<file path="src/rtl/kms_pkg.sv">
// Keypad matrix scanner package: matrix size, phase encoding and the
// state and result records shared by the step logic and the top level.
`default_nettype none
package kms_pkg;

    localparam int unsigned ROWS      = 3;
    localparam int unsigned COLS      = 3;
    localparam int unsigned KEYS      = ROWS * COLS;
    localparam int unsigned LEVEL_W   = 3;
    localparam int unsigned IDX_W     = 2;
    localparam int unsigned KPOS_W    = $clog2(KEYS);
    localparam int unsigned HCNT_W    = $clog2(KEYS + 1);
    localparam int unsigned WAIT_W    = 8;
    localparam logic [WAIT_W-1:0] DEBOUNCE_RESET = 8'd2;
    localparam logic [IDX_W-1:0]  LAST_ROW = IDX_W'(ROWS - 1);
    localparam logic [IDX_W-1:0]  LAST_COL = IDX_W'(COLS - 1);

    typedef enum logic [4:0] {
        PH_IDLE     = 5'b00001,
        PH_DEBOUNCE = 5'b00010,
        PH_COLUMN   = 5'b00100,
        PH_PROBE    = 5'b01000,
        PH_POLL     = 5'b10000
    } phase_t;

    typedef struct packed {
        phase_t              phase;
        logic [WAIT_W-1:0]   wait_count;
        logic [IDX_W-1:0]    column_index;
        logic [IDX_W-1:0]    row_index;
        logic [KEYS-1:0]     held_mask;
        logic [HCNT_W-1:0]   held_count;
    } scan_state_t;

    typedef struct packed {
        logic [LEVEL_W-1:0]  row_drive;
        logic                event_valid;
        logic                event_release;
        logic [IDX_W-1:0]    key_row;
        logic [IDX_W-1:0]    key_column;
        logic                busy_res;
    } scan_result_t;

    localparam scan_state_t STATE_RESET = '{
        phase:        PH_IDLE,
        wait_count:   '0,
        column_index: '0,
        row_index:    '0,
        held_mask:    '0,
        held_count:   '0
    };

    function automatic logic [KPOS_W-1:0] key_pos(input logic [IDX_W-1:0] r,
                                                  input logic [IDX_W-1:0] c);
        key_pos = KPOS_W'({r, 1'b0}) + KPOS_W'(r) + KPOS_W'(c);
    endfunction

endpackage
`default_nettype wire

</file>
<file path="src/rtl/kms_apb_regs.sv">
// Keypad matrix scanner configuration register file on an APB-style port.
// Depends on kms_pkg for the debounce width and reset value.
`default_nettype none
module kms_apb_regs (
    input  wire logic                       aclk,
    input  wire logic                       aresetn,
    input  wire logic                       psel,
    input  wire logic                       penable,
    input  wire logic                       pwrite,
    input  wire logic [2:0]                 paddr,
    input  wire logic [31:0]                pwdata,
    output logic      [31:0]                prdata,
    output logic                            pready,
    output logic      [kms_pkg::WAIT_W-1:0] debounce_ticks
);
    import kms_pkg::*;

    localparam logic ADDR_DEBOUNCE = 1'b0;

    logic [WAIT_W-1:0] debounce_reg;
    logic [WAIT_W-1:0] debounce_next;
    logic              wr_en;

    assign pready = 1'b1;
    assign wr_en  = psel & penable & pwrite & pready;

    always_comb begin
        debounce_next = debounce_reg;
        if (wr_en && paddr[2] == ADDR_DEBOUNCE) begin
            debounce_next = pwdata[WAIT_W-1:0];
        end
    end

    always_ff @(posedge aclk) begin
        if (!aresetn) begin
            debounce_reg <= DEBOUNCE_RESET;
        end else begin
            debounce_reg <= debounce_next;
        end
    end

    always_comb begin
        prdata = '0;
        if (paddr[2] == ADDR_DEBOUNCE) begin
            prdata = {{(32-WAIT_W){1'b0}}, debounce_reg};
        end
    end

    assign debounce_ticks = debounce_reg;

endmodule
`default_nettype wire

</file>
<file path="src/rtl/kms_step.sv">
// Keypad matrix scanner step logic: next scan state and result for one tick.
// Purely combinational; depends on kms_pkg.
`default_nettype none
module kms_step (
    input  wire kms_pkg::scan_state_t        cur,
    input  wire logic [kms_pkg::LEVEL_W-1:0] levels,
    input  wire logic [kms_pkg::WAIT_W-1:0]  debounce_ticks,
    output kms_pkg::scan_state_t          nxt,
    output kms_pkg::scan_result_t         res
);
    import kms_pkg::*;

    localparam logic [LEVEL_W-1:0] COLMASK = LEVEL_W'((1 << COLS) - 1);

    always_comb begin
        scan_state_t        s;
        scan_result_t       o;
        logic               col_high;
        logic [KPOS_W-1:0]  pos;

        s        = cur;
        o        = '0;
        col_high = levels[cur.column_index];
        pos      = key_pos(cur.row_index, cur.column_index);

        case (cur.phase)
            PH_IDLE: begin
                if ((levels & COLMASK) != COLMASK) begin
                    if (debounce_ticks == '0) begin
                        s = STATE_RESET;
                        s.phase = PH_COLUMN;
                    end else begin
                        s.wait_count = debounce_ticks;
                        s.phase      = PH_DEBOUNCE;
                    end
                end
            end
            PH_DEBOUNCE: begin
                if (cur.wait_count != '0) begin
                    s.wait_count = cur.wait_count - 1'b1;
                end
                if (s.wait_count == '0) begin
                    s = STATE_RESET;
                    s.wait_count = '0;
                    s.phase = PH_COLUMN;
                end
            end
            PH_COLUMN: begin
                if (!col_high) begin
                    s.phase     = PH_PROBE;
                    s.row_index = '0;
                    o.row_drive = LEVEL_W'(1);
                end else begin
                    s.row_index = '0;
                    if (cur.column_index == LAST_COL) begin
                        s.column_index = '0;
                        s.phase = (cur.held_count == '0) ? PH_IDLE : PH_POLL;
                    end else begin
                        s.column_index = cur.column_index + 1'b1;
                    end
                end
            end
            PH_PROBE: begin
                if (col_high && !cur.held_mask[pos]) begin
                    s.held_mask[pos] = 1'b1;
                    s.held_count     = cur.held_count + 1'b1;
                    o.event_valid    = 1'b1;
                    o.key_row        = cur.row_index;
                    o.key_column     = cur.column_index;
                end
                if (cur.row_index != LAST_ROW) begin
                    s.row_index = cur.row_index + 1'b1;
                    o.row_drive = LEVEL_W'(1) << s.row_index;
                end else begin
                    s.row_index = '0;
                    if (cur.column_index == LAST_COL) begin
                        s.column_index = '0;
                        s.phase = (s.held_count == '0) ? PH_IDLE : PH_POLL;
                    end else begin
                        s.column_index = cur.column_index + 1'b1;
                        s.phase        = PH_COLUMN;
                    end
                end
            end
            PH_POLL: begin
                if (cur.held_mask[pos] && col_high) begin
                    s.held_mask[pos] = 1'b0;
                    if (cur.held_count != '0) begin
                        s.held_count = cur.held_count - 1'b1;
                    end
                    o.event_valid   = 1'b1;
                    o.event_release = 1'b1;
                    o.key_row       = cur.row_index;
                    o.key_column    = cur.column_index;
                    s.row_index     = '0;
                    if (s.held_count == '0) begin
                        s.held_mask    = '0;
                        s.phase        = PH_IDLE;
                        s.column_index = '0;
                    end else if (cur.column_index == LAST_COL) begin
                        s.column_index = '0;
                    end else begin
                        s.column_index = cur.column_index + 1'b1;
                    end
                end else if (cur.row_index != LAST_ROW) begin
                    s.row_index = cur.row_index + 1'b1;
                end else begin
                    s.row_index = '0;
                    if (cur.column_index == LAST_COL) begin
                        s.column_index = '0;
                    end else begin
                        s.column_index = cur.column_index + 1'b1;
                    end
                end
            end
            default: begin
                s = STATE_RESET;
            end
        endcase

        o.busy_res = (s.phase != PH_IDLE);
        nxt = s;
        res = o;
    end

endmodule
`default_nettype wire

</file>
<file path="src/rtl/keypad_matrix_scanner_top.sv">
// Keypad matrix scanner top level: input register, scan state, result register.
// Depends on kms_pkg, kms_apb_regs and kms_step.
//
// Usage:
//   s_* carries one transaction per tick of the key matrix: the sampled column
//   levels in s_tdata[2:0]. m_* returns exactly one result per input:
//   row lines to drive, the press/release event and the busy flag.
//   debounce_ticks (APB byte address 0) must be written only while idle; the block does not check.
// Path: an accepted input is held in the input register; its result is registered
//   into the result register once that is free and shows on m_* from then on.
// Throughput: one transaction per cycle while the result is not stalled; the scan
//   state updates in a single combinational step between the input and result registers.
// Reset (aresetn low, synchronous): both registers empty, scan state idle,
//   debounce_ticks back to 2.
// Stall: while m_tready is low the result holds; if the input register is empty,
//   one more input is taken into it, then s_tready drops until the result drains.
`default_nettype none
module keypad_matrix_scanner_top (
    input  wire logic        aclk,
    input  wire logic        aresetn,
    // [2:0] column_levels
    input  wire logic [7:0]  s_tdata,
    input  wire logic        s_tvalid,
    output logic             s_tready,
    // [2:0] row_drive, [4:3] key_row, [6:5] key_column, [7] busy_res
    output logic      [7:0]  m_tdata,
    // [0] event_valid, [1] event_release
    output logic      [1:0]  m_tuser,
    output logic             m_tvalid,
    input  wire logic        m_tready,
    input  wire logic        psel,
    input  wire logic        penable,
    input  wire logic        pwrite,
    input  wire logic [2:0]  paddr,
    input  wire logic [31:0] pwdata,
    output logic      [31:0] prdata,
    output logic             pready
);
    import kms_pkg::*;

    logic [WAIT_W-1:0]  debounce_ticks;
    logic               in_valid_reg;
    logic [LEVEL_W-1:0] in_levels_reg;
    logic               out_valid_reg;
    scan_result_t       out_reg;
    scan_state_t        state_reg;
    scan_state_t        state_next;
    scan_result_t       res_next;
    logic               out_free;
    logic               advance;

    kms_apb_regs u_regs (
        .aclk           (aclk),
        .aresetn        (aresetn),
        .psel           (psel),
        .penable        (penable),
        .pwrite         (pwrite),
        .paddr          (paddr),
        .pwdata         (pwdata),
        .prdata         (prdata),
        .pready         (pready),
        .debounce_ticks (debounce_ticks)
    );

    kms_step u_step (
        .cur            (state_reg),
        .levels         (in_levels_reg),
        .debounce_ticks (debounce_ticks),
        .nxt            (state_next),
        .res            (res_next)
    );

    assign out_free = !out_valid_reg || m_tready;
    assign advance  = in_valid_reg && out_free;
    assign s_tready = !in_valid_reg || out_free;

    always_ff @(posedge aclk) begin
        if (!aresetn) begin
            in_valid_reg  <= 1'b0;
            out_valid_reg <= 1'b0;
            state_reg     <= STATE_RESET;
        end else begin
            if (s_tready) begin
                in_valid_reg <= s_tvalid;
            end
            if (out_free) begin
                out_valid_reg <= in_valid_reg;
            end
            if (advance) begin
                state_reg <= state_next;
            end
        end
    end

    always_ff @(posedge aclk) begin
        if (s_tready && s_tvalid) begin
            in_levels_reg <= s_tdata[LEVEL_W-1:0];
        end
        if (advance) begin
            out_reg <= res_next;
        end
    end

    assign m_tvalid = out_valid_reg;
    assign m_tdata  = {out_reg.busy_res, out_reg.key_column, out_reg.key_row,
                       out_reg.row_drive};
    assign m_tuser  = {out_reg.event_release, out_reg.event_valid};

endmodule
`default_nettype wire

</file>
<file path="config.mk">
export PLATFORM = sky130hd
export DESIGN_NAME = keypad_matrix_scanner_top
export DESIGN_NICKNAME = d
export VERILOG_FILES = /design/src/rtl/kms_pkg.sv /design/src/rtl/kms_apb_regs.sv /design/src/rtl/kms_step.sv /design/src/rtl/keypad_matrix_scanner_top.sv
export SDC_FILE = /design/constraint.sdc
export NUM_CORES = 1
export LEC_CHECK = 0
export ABC_AREA = 1
export BUFFER_PORTS_ARGS = -buffer_cell sky130_fd_sc_hd__buf_2
export CORE_ASPECT_RATIO = 1.2
export CORE_MARGIN = 4
export CORE_UTILIZATION = 58
export CTS_CLUSTER_DIAMETER = 60
export DETAILED_ROUTE_END_ITERATION = 6
export PLACE_DENSITY = 0.86
export SYNTH_ARGS = -nofsm -noshare
export SYNTH_HDL_FRONTEND = slang
export SYNTH_SLANG_ARGS = --single-unit
</file>
<file path="constraint.sdc">
create_clock -name aclk -period 6 [get_ports aclk]
set_clock_uncertainty 0.15 [all_clocks]
set_input_delay 0.9 -clock aclk [delete_from_list [all_inputs] [get_ports aclk]]
set_output_delay 0.9 -clock aclk [all_outputs]
set_load 0.01 [all_outputs]
</file>
==> impl_metrics.ini <==
[grt]
grt_max_degree = 29
antenna_found_initial = 0
overflow = 0
gr-usage-met2_pct = 39.6
busiest_layer = met2
grt_pass1_wl_um = 13700
gr-usage-all-layers_pct = 22.2
gr-usage-met3_pct = 3.78
grtUsageMet1_pct = 26.8
grt_pass1_vias = 3217

[worst_setup_path]
cp_slowest_cell = fa_1
critical_path_class = reg2reg
r2r_cells = 15
r2r_slack_ns = 2.31
end_kind = flip-flop
path_common_cell = inv_1
required_ns = 6.04
timing.rr.start = state_reg[13]
path_cells = inv_1 > fa_1 > inv_1 > ha_1 > inv_1 > fa_1 > nand2_1 > inv_1 > nand2_1 > nand3_1 > nand2_2 > nand2_2 > nand4_2 > nand2_1 > a21oi_1
crit_fanout = 10
start_kind = flip-flop
critPathMaxStageDelay_ns = 0.54
rr_endpoint = state_reg[10]
critical_path_arrival_ns = 3.73

[final_layout]
finalNetCount = 621
largest_reg_flops = 30
drive_above_1_share_pct = 13.0
fill_cells = 556
seq_area_um2 = 1190
synthToLayoutAreaGrowth_pct = 6.75
final_cell_area_um2 = 3920
multiInputGateArea_um2 = 2040
fin_util_pct = 64.3
antenna_cells = 0

[cts]
cts-resized-gates = 0
path_clk_slew_ns = 0.10
clock_latency_ns = 0.31
cts_max_level = 2
cts_tree = done
postCtsSetupRepairBufs = 0
numCtsBuffers = 5
root_buffer = clkbuf_8
cts_max_path_buffers = 2
postCtsHoldBufs = 0
clock_sinks = 53

[run_status]
status = finished, final reports clean

[synth]
synth_most_common_cell = nand2_1
netlist.area_leader.share_pct = 21.8
ys_types = 46
synth_area_um2 = 3670
yosys.area.top_type = dfxtp_1
synthCells = 528
synth-edff-count = 13
ys_seq_elements = 53
synth_common_cells = nand2_1 (111), inv_1 (64), nor2_1 (59)
synthArstFlopShare_pct = 0
yosysSeqAreaShare_pct = 32.5
ys_warn_count = 0
synthTopCellsByArea = dfxtp_1 (22%), nand2_1 (11%), edfxtp_1 (11%)
syn_avg_cell_area_um2 = 6.95
ys.flop_type = dfxtp_1

[sta]
fin_crit_ns = 3.69
rsz0062_at_grt = false
finalSetupTns_ns = 0
slew-limit-headroom_pct = 65.0
fmax_mhz = 271
drv_slew = 0
finalCritPeriodShare_pct = 61.5
hold_violations = 0
tightest_slew_ns = 0.524
finalSetupViolations = 0

[floorplanning]
die_width_um = 80.6
core-area_um2 = 6090
rows = 31
die_h_um = 95.1
pin_count = 95
die_area_um2 = 7670
start_util_pct = 60.2

[power]
leakagePower_nw = 1.74
p_per_area_nw_per_um2 = 206
total_power_mw = 0.809
ir_worst_vdd_v = 0.000138

[routing]
first_pass_iters = 6
routedWlPerCell_um = 12.4
route.detailed.drc = 0
vias_per_cell = 5.41
ant_nets = 0
drt_iter0_drc = 158
drt_wl_total_um = 7950
vias = 3471

[placement]
place_congestion = 0.920
dpl.hpwl_um = 5950
portBuffers = 38
placed_cell_area_um2 = 3800

[run]
drv_cap = 0

[min_path]
min_path_type = reg2reg
min_path_cells = 2
hold_end = state_reg[7]
hold_start = state_reg[7]
[worst max-delay path, delay by kind of cell, from the launching register on]
| family | cells | cell delay (ns) |
|---|---|---|
| buffers and inverters | 4 | 0.39 |
| AND/OR/NAND/NOR | 7 | 1.37 |
| flip-flops | 1 | 0.42 |
| AO/OA/AOI/OAI | 1 | 0.07 |
| adder cells (fa/ha/maj) | 3 | 1.20 |
[per-stage QoR]
stage | hold WS, ns | worst slack [ns] | instances
6_report | 0.344 | 2.31 | 642
5_1_grt | 0.364 | 1.98 | 642
4_1_cts | 0.341 | 2.35 | 642
3_5_place_dp | 0.325 | 2.36 | 634
3_3_place_gp | 0.315 | 2.43 | 634
2_1_floorplan | 0.305 | 2.83 | 551
[kinds of logic after synthesis]
logic type / synth area share [%]
xor gates and xnor gates: 0.716
buffers and inverters: 14.2
and+or+nand+nor: 30.4
DFF: 32.5
other: 0.205
adders and majority gates: 4.50
AOI/OAI and AO/OA: 17.5
[power by group]
part	total, mW	leakage [nW]	switching (mW)	internal (mW)
Combinational	0.172	1.24	0.118	0.0540
Clock	0.247	0.0543	0.122	0.125
Sequential	0.390	0.452	0.00981	0.380
Total	0.809	1.74	0.250	0.559
[routing by layer]
metal  part of all wire (%)  wire [um]
met2                     50       3970
met4                    1.3        106
met5                      0          0
met3                    6.9        552
met1                     42       3310
[how the worst max path moves through the flow]
stage / start / end / slack (ns) / cells after the start
after floorplan: state_reg[13] / m_tdata[7] / 2.83 / 17
after global placement: state_reg[13] / state_reg[7] / 2.43 / 15
after detailed placement: state_reg[13] / state_reg[9] / 2.36 / 15
after CTS: state_reg[13] / state_reg[4] / 2.35 / 15
after global routing: state_reg[13] / state_reg[7] / 1.98 / 15
final: state_reg[13] / state_reg[10] / 2.31 / 15
[cells in the final DEF (no fill, tap or decap), types with 5 or more instances in the layout]
master	instances
a211oi_1	5
a21oi_1	39
buf_2	38
clkbuf_8	5
conb_1	25
dfxtp_1	40
edfxtp_1	13
ha_1	10
inv_1	64
inv_2	6
nand2_1	111
nand3_1	39
nand4_1	8
nor2_1	59
o211ai_1	8
o21ai_0	33
o22ai_1	6
[layout make-up]
type	count	area share (%)
clock inverter	3	1.18
tap	82	2.62
clock buffer	5	1.76
inverter	72	6.96
multi-input combinational	389	52.2
timing repair buffer	38	4.86
sequential	53	30.4
(Power assumes the default switching activity.)
